## config.mk

```make
export PLATFORM = sky130hd
export DESIGN_NAME = ole_find
export DESIGN_NICKNAME = d
export VERILOG_FILES = /design/src/hdl/ole_pkg.sv /design/src/hdl/ole_find.sv
export SDC_FILE = /design/constraint.sdc
export NUM_CORES = 1
export LEC_CHECK = 0
export BUFFER_PORTS_ARGS = -buffer_cell sky130_fd_sc_hd__buf_4
export CAP_MARGIN = 20
export CORE_MARGIN = 5
export CORE_UTILIZATION = 45
export DETAILED_ROUTE_END_ITERATION = 12
export GPL_TIMING_DRIVEN = 0
export PLACE_DENSITY = 0.95
export SYNTH_ARGS = -nofsm -noshare
export SYNTH_HDL_FRONTEND = slang
export SYNTH_SLANG_ARGS = --single-unit
```

## constraint.sdc

```tcl
create_clock -name vclk -period 3.7
set_clock_uncertainty 0.15 [all_clocks]
set_input_delay 0.555 -clock vclk [all_inputs]
set_output_delay 0.555 -clock vclk [all_outputs]
set_load 0.05 [all_outputs]
```

## src/hdl/ole_pkg.sv

```systemverilog
// shared constants, codes and the cell control bundle for the ordered list engine
// no dependencies; imported by every other file of the block
`default_nettype none

package ole_pkg;

   // store geometry
   localparam int DEPTH       = 64;
   localparam int VALUE_WIDTH = 32;
   localparam int IDX_W       = $clog2(DEPTH);
   localparam int CNT_W       = $clog2(DEPTH + 1);

   // request field widths
   localparam int OP_W     = 3;
   localparam int POS_W    = 6;
   localparam int STATUS_W = 2;

   // operation codes
   localparam logic [OP_W-1:0] OP_APPEND = 3'd0;
   localparam logic [OP_W-1:0] OP_GET    = 3'd1;
   localparam logic [OP_W-1:0] OP_SET    = 3'd2;
   localparam logic [OP_W-1:0] OP_INSERT = 3'd3;
   localparam logic [OP_W-1:0] OP_REMOVE = 3'd4;
   localparam logic [OP_W-1:0] OP_POP    = 3'd5;
   localparam logic [OP_W-1:0] OP_SEARCH = 3'd6;
   localparam logic [OP_W-1:0] OP_CLEAR  = 3'd7;

   // status codes
   localparam logic [STATUS_W-1:0] STAT_OK     = 2'd0;
   localparam logic [STATUS_W-1:0] STAT_BADIDX = 2'd1;
   localparam logic [STATUS_W-1:0] STAT_NULL   = 2'd2;
   localparam logic [STATUS_W-1:0] STAT_FULL   = 2'd3;

   // what every cell does this cycle
   localparam logic [1:0] CELL_HOLD  = 2'd0;
   localparam logic [1:0] CELL_WRITE = 2'd1;
   localparam logic [1:0] CELL_UP    = 2'd2;
   localparam logic [1:0] CELL_DOWN  = 2'd3;

   // broadcast to the row of cells
   typedef struct packed {
      logic [1:0]             kind;
      logic [IDX_W-1:0]       index;
      logic [CNT_W-1:0]       limit;
      logic [VALUE_WIDTH-1:0] value;
   } cell_ctrl_type;

endpackage

`default_nettype wire

```

## src/hdl/ole_find.sv

```systemverilog
// first-match encoder over the registered match vector of the cell row
// depends on ole_pkg
`default_nettype none

module ole_find
   import ole_pkg::*;
(
   input  wire logic [DEPTH-1:0] match_vec,
   output logic                  found,
   output logic [IDX_W-1:0]      found_index
);

   // lowest set bit wins
   always_comb begin
      found_index = '0;
      for (int i = DEPTH - 1; i >= 0; i--) begin
         if (match_vec[i]) found_index = IDX_W'(i);
      end
   end

   assign found = |match_vec;

endmodule

`default_nettype wire

```

==> impl_metrics.env <==
export IMPL_final_cell_area_sq_um=1454
export IMPL_place_congestion=0.8807
export IMPL_placed_area_sq_um=1454
export IMPL_synth_warning_count=0
export IMPL_grt_max_degree=6
export IMPL_ys_types=40
export IMPL_clock_fmax_mhz=353.7
export IMPL_setup_viol=0
export IMPL_wl_um=3459
export IMPL_initial_utilization_pct=46.16
export IMPL_first_iter_violations=41
export IMPL_slew_headroom_pct=68.89
export IMPL_syn_to_final_growth_pct=63.89
export IMPL_cts_resized=0
export IMPL_grtUsageMet1_pct=26.60
export IMPL_wl_per_cell_um=14.23
export IMPL_grt_pass1_wl_um=5492
export IMPL_num_io_pins=71
export IMPL_path_class="in -> out"
export IMPL_numPortBuffers=71
export IMPL_drtAntennaViolNets=0
export IMPL_num_clock_buffers=0
export IMPL_drv_slew=0
export IMPL_syn_nets=209
export IMPL_synth_area_top_cells="nor4_1 11%, nor2_1 8.0%, nor3_1 6.8%"
export IMPL_rows=16
export IMPL_synth_top_cell_area_share_pct=11.28
export IMPL_netlist_area_sq_um=887.1
export IMPL_worstPathRequired_ns=2.99
export IMPL_die_area_sq_um=2959
export IMPL_period_minus_slack_ns=2.828
export IMPL_tns_ns=0
export IMPL_nets=282
export IMPL_nFillCells=173
export IMPL_period_share_pct=76.42
export IMPL_drive_above_1_share_pct=36.57
export IMPL_synth_largest_area_cell="nor4_1"
export IMPL_hold_viol_final=0
export IMPL_gr_usage_met2_pct=45.62
export IMPL_powerDensity_nw_per_um2=90.13
export IMPL_grt_setup_unrepaired="no"
export IMPL_p_leak_nw=0.5862
export IMPL_startpoint_type="input pin"
export IMPL_use_met3_pct=3.270
export IMPL_antenna_cells=0
export IMPL_grt_overflow=0
export IMPL_dp_hpwl_um=3043
export IMPL_post_cts_buffers=0
export IMPL_firstDrtPassIters=4
export IMPL_status="finished clean"
export IMPL_yosysSeqAreaShare_pct=0
export IMPL_final_core_util_pct=75.65
export IMPL_viasPerCell=6.066
export IMPL_synthCells=145
export IMPL_grt_total_usage_pct=23.68
export IMPL_crit_path_max_fanout=4
export IMPL_vias=1474
export IMPL_die_width_um=54.40
export IMPL_cp_arrival_ns=2.12
export IMPL_ir_drop_uv=57.38
export IMPL_seq_area_sq_um=0
export IMPL_cap_violations=0
export IMPL_critPathCaptureType="output port"
export IMPL_worst_slew_pin_slew_ns=0.4549
export IMPL_syn_area_per_cell_sq_um=6.118
export IMPL_grt_most_used_layer="met2"
export IMPL_core_area_sq_um=1922
export IMPL_antenna_found_initial=0
export IMPL_whs_ns=1.379
export IMPL_design_seq_count=0
export IMPL_ctsHoldBuffers=0
export IMPL_min_path_type="in -> out"
export IMPL_drc=0
export IMPL_grt_pass1_vias=1412
export IMPL_die_h_um=54.40
==> metrics by stage <==
step	worst slack, ns	instances	total power, mW
final	0.8724	243	0.1310
after global routing	0.7862	243	0.1427
after CTS	0.8763	243	0.1296
after detailed placement	0.8804	243	0.1291
after global placement	0.9082	243	0.1241
after floorplan	0.09913	145	0.04141
==> logic make-up (layout without fill, tap and decap cells) <==
| logic type | after synthesis | in the layout | synth area share [%] |
|---|---|---|---|
| AOI/OAI and AO/OA | 47 | 47 | 36.39 |
| buffers and inverters | 10 | 81 | 4.232 |
| and+or+nand+nor | 88 | 88 | 59.38 |
==> worst paths after layout <==
kind / start / to / cells after the start
worst max-delay path: match_vec[15] / found_index[5] / 6
worst min-delay path: match_vec[1] / found_index[3] / 5
==> power breakdown <==
part / switching, mW / internal [mW]
Clock: 0 / 0
Sequential: 0 / 0
Combinational: 0.0638 / 0.0672
==> layer usage <==
layer  vias to the layer above  routed length, um
met5                         -                  0
met4                         0                 37
met3                         6                390
met2                        92               1698
met1                       654               1332
li1                        722                  -
==> cell usage after synthesis (2+ instances only) <==
cell type,instances
inv_1,10
o211ai_1,4
a21oi_1,10
o31ai_1,3
or4_1,3
or3_1,3
o21bai_1,3
o21a_1,3
or4_4,2
nor2b_1,4
nor4_1,16
a211oi_1,2
o21ai_0,6
nor2_1,19
a31oi_1,2
a21boi_1,2
o311ai_1,2
nor3_1,12
nand3_1,6
nand2_1,9
nand2b_1,4
nor4_4,2
==> cells in the final DEF, fill, tap and decap left out, types with 2 or more instances in the layout <==
master	Yosys	layout
a21oi_1	10	10
or4_4	2	2
a31oi_1	2	2
a211oi_1	2	2
o31ai_1	3	3
nand2_1	9	9
inv_1	10	10
buf_4	0	71
o21a_1	3	3
nor2_1	19	19
or4_1	3	3
o21bai_1	3	3
o211ai_1	4	4
nor2b_1	4	4
or3_1	3	3
nand3_1	6	6
o21ai_0	6	6
nand2b_1	4	4
o311ai_1	2	2
a21boi_1	2	2
nor3_1	12	12
nor4_4	2	2
nor4_1	16	16
==> worst max-delay path, cell delays in order <==
cell	delay (ns)
buf_4	0.12
or4_4	0.55
nor2b_2	0.15
nand3_1	0.13
nor4_1	0.35
buf_4	0.26
==> cell type report <==
| class | count | area, sq um | area share (%) |
|---|---|---|---|
| tap | 27 | 33.78 | 2.324 |
| inverter | 10 | 37.54 | 2.582 |
| timing repair buffer | 71 | 533.0 | 36.66 |
| multi-input combinational | 135 | 849.6 | 58.43 |
(Power assumes the default switching activity.)
