==> src/hdl/ole_pkg.sv <==
// shared constants, codes and the cell control bundle for the ordered list engine
// no dependencies; imported by every other file of the block
`default_nettype none

package ole_pkg;

   // store geometry
   localparam int DEPTH       = 64;
   localparam int VALUE_WIDTH = 32;
   localparam int IDX_W       = $clog2(DEPTH);
   localparam int CNT_W       = $clog2(DEPTH + 1);

   // request field widths
   localparam int OP_W     = 3;
   localparam int POS_W    = 6;
   localparam int STATUS_W = 2;

   // operation codes
   localparam logic [OP_W-1:0] OP_APPEND = 3'd0;
   localparam logic [OP_W-1:0] OP_GET    = 3'd1;
   localparam logic [OP_W-1:0] OP_SET    = 3'd2;
   localparam logic [OP_W-1:0] OP_INSERT = 3'd3;
   localparam logic [OP_W-1:0] OP_REMOVE = 3'd4;
   localparam logic [OP_W-1:0] OP_POP    = 3'd5;
   localparam logic [OP_W-1:0] OP_SEARCH = 3'd6;
   localparam logic [OP_W-1:0] OP_CLEAR  = 3'd7;

   // status codes
   localparam logic [STATUS_W-1:0] STAT_OK     = 2'd0;
   localparam logic [STATUS_W-1:0] STAT_BADIDX = 2'd1;
   localparam logic [STATUS_W-1:0] STAT_NULL   = 2'd2;
   localparam logic [STATUS_W-1:0] STAT_FULL   = 2'd3;

   // what every cell does this cycle
   localparam logic [1:0] CELL_HOLD  = 2'd0;
   localparam logic [1:0] CELL_WRITE = 2'd1;
   localparam logic [1:0] CELL_UP    = 2'd2;
   localparam logic [1:0] CELL_DOWN  = 2'd3;

   // broadcast to the row of cells
   typedef struct packed {
      logic [1:0]             kind;
      logic [IDX_W-1:0]       index;
      logic [CNT_W-1:0]       limit;
      logic [VALUE_WIDTH-1:0] value;
   } cell_ctrl_type;

endpackage

`default_nettype wire

==> src/hdl/ole_cell.sv <==
// one storage cell of the list: holds one entry, shifts to or from its neighbours
// depends on ole_pkg
`default_nettype none

module ole_cell
   import ole_pkg::*;
(
   input  wire logic                   clock,
   input  wire logic [IDX_W-1:0]       cell_index,
   input  wire cell_ctrl_type          ctrl,
   input  wire logic [VALUE_WIDTH-1:0] left_value,
   input  wire logic [VALUE_WIDTH-1:0] right_value,
   output logic [VALUE_WIDTH-1:0]      value_out,
   output logic                        match_out
);

   logic [VALUE_WIDTH-1:0] entry_ff;
   logic [VALUE_WIDTH-1:0] entry_in;

   // next entry from the broadcast command
   always_comb begin
      entry_in = entry_ff;
      case (ctrl.kind)
         CELL_WRITE: begin
            if (cell_index == ctrl.index) entry_in = ctrl.value;
         end
         CELL_UP: begin
            if (cell_index == ctrl.index) entry_in = ctrl.value;
            else if (cell_index > ctrl.index) entry_in = left_value;
         end
         CELL_DOWN: begin
            if (cell_index >= ctrl.index) entry_in = right_value;
         end
         default: begin
            entry_in = entry_ff;
         end
      endcase
   end

   always_ff @(posedge clock) begin
      entry_ff <= entry_in;
   end

   // local compare against the search key, live entries only
   assign match_out = (entry_ff == ctrl.value) &&
                      ({1'b0, cell_index} < ctrl.limit);
   assign value_out = entry_ff;

endmodule

`default_nettype wire

==> config.mk <==
export PLATFORM = sky130hd
export DESIGN_NAME = ole_cell
export DESIGN_NICKNAME = d
export VERILOG_FILES = /design/src/hdl/ole_pkg.sv /design/src/hdl/ole_cell.sv
export SDC_FILE = /design/constraint.sdc
export NUM_CORES = 1
export LEC_CHECK = 0
export ABC_AREA = 1
export BUFFER_PORTS_ARGS = -buffer_cell sky130_fd_sc_hd__buf_2
export CAP_MARGIN = 20
export CELL_PAD_IN_SITES_DETAIL_PLACEMENT = 0
export CELL_PAD_IN_SITES_GLOBAL_PLACEMENT = 1
export CORE_ASPECT_RATIO = 0.5
export CORE_UTILIZATION = 30
export DETAILED_ROUTE_END_ITERATION = 7
export GPL_TIMING_DRIVEN = 1
export PLACE_DENSITY_LB_ADDON = 0.05
export SETUP_SLACK_MARGIN = 0.5
export SYNTH_ARGS = -nofsm -noshare
export SYNTH_HDL_FRONTEND = slang
export SYNTH_SLANG_ARGS = --single-unit
==> constraint.sdc <==
create_clock -name clock -period 2.75 [get_ports clock]
set_input_delay 0.4125 -clock clock [delete_from_list [all_inputs] [get_ports clock]]
set_output_delay 0.4125 -clock clock [all_outputs]
set_load 0.005 [all_outputs]
==> results of run 1 <==
## final cells by class
cell class	instances	area, um^2	area share
clock inverter	2	35.03	0.008811
tap	117	146.4	0.03682
timing repair buffer	160	838.3	0.2108
inverter	97	367.9	0.09251
multi-input combinational	309	1499	0.3770
sequential	32	960.9	0.2417
clock buffer	6	128.9	0.03241
## per-layer routing
layer  global-route usage  vias up
li1                     -     1720
met1               0.2868     1336
met2               0.2919      103
met3              0.03810        5
met4              0.02536        0
met5                    0        -
## cell usage in the layout (no fill, tap or decap), drive strengths merged, types with 2 or more instances in the layout
master,netlist,final
a21oi,25,25
buf,6,160
clkbuf,9,6
edfxtp,32,32
ha,11,11
inv,97,96
nand2,165,165
nand3,36,36
nand4,2,2
nor2,24,24
o211ai,9,9
o21ai,28,28
xnor2,5,5
## how the worst max path moves through the flow
stage	from	to	cells past startpoint
after floorplan	ctrl[44]	value_out[0]$_DFFE_PP_	10
after global placement	cell_index[1]	value_out[0]$_DFFE_PP_	9
after detailed placement	cell_index[1]	value_out[18]$_DFFE_PP_	9
after CTS	cell_index[4]	match_out	10
after global routing	ctrl[41]	value_out[2]$_DFFE_PP_	10
final	cell_index[1]	value_out[16]$_DFFE_PP_	9
## logic make-up after synthesis
| logic type | after synthesis | share of synthesized area |
|---|---|---|
| and+or+nand+nor | 227 | 0.3157 |
| buffers and inverters | 112 | 0.1515 |
| AOI/OAI and AO/OA | 65 | 0.1333 |
| DFF | 32 | 0.3335 |
| adders and majority gates | 11 | 0.04776 |
| xor gates and xnor gates | 6 | 0.01824 |
## stage by stage
| step | power (mW) | instance area [um^2] | setup WS [ps] | instances |
|---|---|---|---|---|
| CTS | 1.766 | 3976 | 717.6 | 723 |
| detailed placement | 1.129 | 3812 | 448.0 | 715 |
| global placement | 1.128 | 3812 | 498.7 | 715 |
| global route | 1.861 | 3976 | 621.4 | 723 |
| floorplan | 0.8919 | 2904 | 512.1 | 453 |
| finish | 1.745 | 3976 | 758.2 | 723 |
## power groups by stage
stage	sequential (mW)	combinational, mW	clock (mW)
floorplan	0.663	0.228	0
global placement	0.661	0.467	0
detailed placement	0.661	0.467	0
CTS	0.652	0.469	0.645
global route	0.661	0.531	0.669
finish	0.651	0.461	0.632
## worst max-delay path, delay by kind of cell
kind / cells / cell delay [ps]
buffers and inverters: 4 / 810
adder cells (fa/ha/maj): 1 / 330
AO/OA/AOI/OAI: 2 / 280
AND/OR/NAND/NOR: 2 / 170
==> impl_results.rst, run 1 <==
.. list-table::
   :header-rows: 1

   * - Metric
     - Value
   * - Status
     - completed
   * - Post-CTS Hold Buffers
     - 0
   * - Wire length of the first global-routing pass
     - 14840 um
   * - Worst ir drop on vdd
     - 251.0 uV
   * - Post-CTS Resized
     - 0
   * - Worst hold slack
     - 422.0 ps
   * - Pin count of the biggest net entering global routing
     - 27
   * - Max FFs per register
     - 32
   * - Total net switching power
     - 498.7 uW
   * - Switching share of power
     - 0.2858
   * - Hold depth
     - 3
   * - Fraction of layout cells with a size suffix above 1
     - 0.2937
   * - First-pass DRT Iterations
     - 4
   * - Synth async-reset ratio
     - 0
   * - Top-Level Pins
     - 151
   * - EDFF count, synth
     - 32
   * - Leak pwr
     - 2.281 nW
   * - Total number of vias
     - 3164
   * - Share of the yosys chip area belonging to registers
     - 0.3335
   * - Sort of element at the end of the critical path
     - register
   * - Number of antenna violations at the first check in global routing
     - 0
   * - DP HPWL
     - 7385 um
   * - Input/output buffers
     - 150
   * - Row count
     - 24
   * - Filler cell count
     - 1008
   * - Met2 routed wirelength
     - 3757 um
   * - Worst EP arrival
     - 2030 ps
   * - Final number of max-transition violations
     - 0
   * - Comb power frac
     - 0.264
   * - Max capacitance violation total
     - 0
   * - Transition time at the pin with the least slew margin
     - 662.8 ps
   * - Endpoint of the worst hold path
     - value_out[6]$_DFFE_PP_
   * - Worst slew slack as a fraction of its limit
     - 0.5577
   * - Via count of the first global-routing pass
     - 2987
   * - Clock tree from TritonCTS
     - yes
   * - Fin crit period
     - 1992 ps
   * - Post-route met1 wirelength
     - 4912 um
   * - Most area-consuming cells after synthesis
     - edfxtp_1, nand2_1, inv_1
   * - Total Negative Setup Slacks
     - 0 ps
   * - Highest Clock Rate
     - 502.1 MHz
   * - Post-synthesis cell area
     - 2882 um^2
   * - Cell breakdown of the critical path
     - buf_2 > ha_1 > inv_1 > nor2_1 > o21ai_0 > o2111ai_1 > nand2_1 > clkinvlp_4 > buf_12
   * - Placeable core region
     - 9009 um^2
   * - Yosys warning count
     - 0
   * - Antenna Violating Nets Remaining
     - 0
   * - Overall die area
     - 10020 um^2
   * - Floorplan die width
     - 140.6 um
   * - Category of the worst setup path launch point
     - primary input
   * - Antenna cell count
     - 0
   * - Clock transition time at the flip-flop clock pins of the worst setup and hold paths
     - 60 ps
   * - Clock share of power
     - 0.362
   * - DR WL/cell
     - 12.83 um
   * - GP Congestion
     - 0.7833
   * - Commonest cells in the netlist
     - nand2_1, inv_1, nand3_1
   * - Net count after synthesis
     - 582
   * - Largest fanout on the critical path
     - 18
   * - Number of flip-flops and latches in the synthesized netlist
     - 32
   * - Maximum level of the CTS H-tree
     - 2
   * - DRC marker count from the first detailed-route iteration
     - 142
   * - Final hold vios
     - 0
   * - Root Buffer
     - clkbuf_16
   * - Count of endpoints failing setup in the final report
     - 0
   * - Number of nets in the layout
     - 734
   * - Met3 WL
     - 568 um
   * - Total power density per cell area
     - 438.8 nW/um^2
   * - Type of the setup path with the least slack
     - primary input to register
   * - Final period util
     - 0.7243
   * - Setup Buffers After CTS
     - 0
   * - Maximum number of buffers from clock root to sink
     - 2
   * - Worst hold-check path type
     - primary input to register
   * - Sequential share of power
     - 0.373
   * - Area leader, netlist
     - edfxtp_1
   * - Internal power
     - 1.246 mW
   * - GRT Residual Overflow
     - 0
   * - Post-Syn Instances
     - 453
   * - Mean number of vias per cell
     - 4.376
   * - Aggregate global-route resource usage
     - 0.1921
   * - WP data required
     - 2780 ps
   * - Total number of clock tree sinks
     - 32
   * - Top_reg_cell synth
     - edfxtp_1
   * - Dominant cell by count in the synthesized netlist
     - nand2_1
   * - Slowest cell on the critical path
     - clkinvlp_4
   * - DRC
     - 0
   * - Top sig layer
     - met4
   * - Routed wire length
     - 9276 um
   * - Layout Area Growth over Synthesis
     - 37.99%
   * - Peak per-stage delay on the critical path
     - 340 ps
   * - RSZ-0062 raised after global routing
     - false
   * - Critical hold path startpoint
     - right_value[6]
   * - Distinct cells, synth
     - 22
   * - Floorplan die height
     - 71.30 um
   * - Initial standard-cell utilization of the core
     - 0.3199
   * - Fin util
     - 0.4414
   * - Post-synthesis area per instance
     - 6.361 um^2
   * - Total CTS buffers
     - 5
   * - Share of Yosys cell area claimed by the top area cell type
     - 0.3335
Power figures use the tool's default switching activity.
==> inputs of run 2 (changes only) <==
==> constraint.sdc (replaced) <==
create_clock -name clock -period 1.9 [get_ports clock]
set_input_delay 0.285 -clock clock [delete_from_list [all_inputs] [get_ports clock]]
set_output_delay 0.285 -clock clock [all_outputs]
set_load 0.005 [all_outputs]
==> impl_results.rst, run 2 (synthesized netlist as in run 1, its figures left out) <==
.. list-table::
   :header-rows: 1

   * - Metric
     - Value
   * - Status
     - completed
   * - Filler cell count
     - 924
   * - Number of nets in the layout
     - 760
   * - Worst EP arrival
     - 1480 ps
   * - Wire length of the first global-routing pass
     - 16280 um
   * - Input/output buffers
     - 150
   * - Worst ir drop on vdd
     - 433.9 uV
   * - GRT Residual Overflow
     - 0
   * - Final period util
     - 0.9297
   * - Leak pwr
     - 2.554 nW
   * - Floorplan die width
     - 140.6 um
   * - Clock tree from TritonCTS
     - yes
   * - Placeable core region
     - 9009 um^2
   * - Maximum number of buffers from clock root to sink
     - 2
   * - Via count of the first global-routing pass
     - 3226
   * - DRC marker count from the first detailed-route iteration
     - 131
   * - Number of antenna violations at the first check in global routing
     - 0
   * - Total number of clock tree sinks
     - 32
   * - DP HPWL
     - 7234 um
   * - DRC
     - 0
   * - Row count
     - 24
   * - Count of endpoints failing setup in the final report
     - 0
   * - Slowest cell on the critical path
     - edfxtp_1
   * - Worst hold-check path type
     - primary input to register
   * - Final number of max-transition violations
     - 0
   * - Kind of cell adding the most delay to the critical path
     - simple AND/OR/NAND/NOR gates
   * - Clock transition time at the flip-flop clock pins of the worst setup and hold paths
     - 60 ps
   * - GP Congestion
     - 0.8150
   * - Standard cell area after detailed placement
     - 3914 um^2
   * - Highest Clock Rate
     - 566.1 MHz
   * - Floorplan die height
     - 71.30 um
   * - Transition time at the pin with the least slew margin
     - 438.3 ps
   * - Total CTS buffers
     - 5
   * - Worst slew slack as a fraction of its limit
     - 0.7078
   * - Peak per-stage delay on the critical path
     - 350 ps
   * - Largest fanout on the critical path
     - 2
   * - Pin count of the biggest net entering global routing
     - 32
   * - Top-Level Pins
     - 151
   * - Post-CTS Hold Buffers
     - 0
   * - DR WL/cell
     - 14.12 um
   * - Final hold vios
     - 0
   * - Most common cell after layout, fill and taps aside
     - nand2_1
   * - Sort of element at the end of the critical path
     - primary output
   * - Overall die area
     - 10020 um^2
   * - Post-route total power
     - 2.604 mW
   * - Placed cells
     - 717
   * - Antenna Violating Nets Remaining
     - 0
   * - Cell area after layout
     - 4781 um^2
   * - Mean number of vias per cell
     - 4.505
   * - Buffers & Inverters on Critical Path
     - 3
   * - First-pass DRT Iterations
     - 4
   * - Max capacitance violation total
     - 0
   * - Antenna cell count
     - 0
   * - RSZ-0062 raised after global routing
     - true
   * - Commonest cells after routing, fill and taps aside
     - nand2_1, buf_2, inv_1
   * - Aggregate global-route resource usage
     - 0.2139
   * - Initial standard-cell utilization of the core
     - 0.3199
   * - Post-route non-filler standard cell count
     - 749
   * - Cell breakdown of the critical path
     - buf_4 > inv_1 > nand2_1 > o21ai_0 > nor2_1 > nand2_1 > nor2_2 > nand3_2 > nor2_2 > buf_2
   * - Routed wire length
     - 10570 um
   * - Max FFs per register
     - 32
   * - Category of the worst setup path launch point
     - register
   * - Root Buffer
     - clkbuf_16
   * - Fin crit period
     - 1767 ps
   * - Type of the setup path with the least slack
     - register to primary output
   * - Fraction of layout cells with a size suffix above 1
     - 0.4114
   * - WP data required
     - 1620 ps
   * - Layout Area Growth over Synthesis
     - 65.91%
   * - Total number of vias
     - 3374
   * - Total Negative Setup Slacks
     - 0 ps
   * - Total power density per cell area
     - 544.6 nW/um^2
   * - Maximum level of the CTS H-tree
     - 2
-- run 2: cell type report --
type	count	area [um^2]	area share
clock buffer	5	125.1	0.02617
clock inverter	3	13.76	0.002879
inverter	97	392.9	0.08218
multi-input combinational	309	1775	0.3714
sequential	32	960.9	0.2010
tap	117	146.4	0.03062
timing repair buffer	186	1366	0.2858
-- run 2: tightest hold or removal path, cell delays in order --
cell,delay [ps]
buf_2,70
nand2_1,40
nand3_1,60
-- run 2: worst paths after layout --
path / start / end / slack, ps / depth (start not counted)
setup / recovery: value_out[14]$_DFFE_PP_ / match_out / 130 / 10
hold / removal: right_value[3] / value_out[3]$_DFFE_PP_ / 290 / 3
-- run 2: layer usage --
layer | vias up | wire [um] | track usage | part of all wire
met5 | - | 0 | 0 | 0
met4 | 0 | 20 | 0.01812 | 0.0019
met3 | 2 | 613 | 0.04545 | 0.058
met2 | 88 | 4609 | 0.3516 | 0.44
met1 | 1506 | 5331 | 0.3011 | 0.50
li1 | 1778 | - | - | -
-- run 2: repair_timing --
item | CTS | global route
cloned | 9 | 0
setup endpoints to repair | 65 | 64
setup buffers | 10 | 5
resized for setup | 88 | 35
pin swaps | 21 | 22
-- run 2: per-stage QoR --
step	hold WS (ps)	utilization	worst slack, ps
2_1_floorplan	474.6	-	-132.2
3_3_place_gp	577.7	0.4344	4.661
3_5_place_dp	581.8	0.4344	-15.66
4_1_cts	288.1	0.5118	71.59
5_1_grt	291.5	0.5307	23.00
6_report	289.6	0.5307	133.5
-- run 2: report_power, final --
part | leakage, nW | total, mW | switching, mW | internal (mW)
sequential | 0.292 | 0.944 | 0.0576 | 0.887
combinational | 2.19 | 0.885 | 0.452 | 0.434
clock | 0.0710 | 0.774 | 0.298 | 0.476
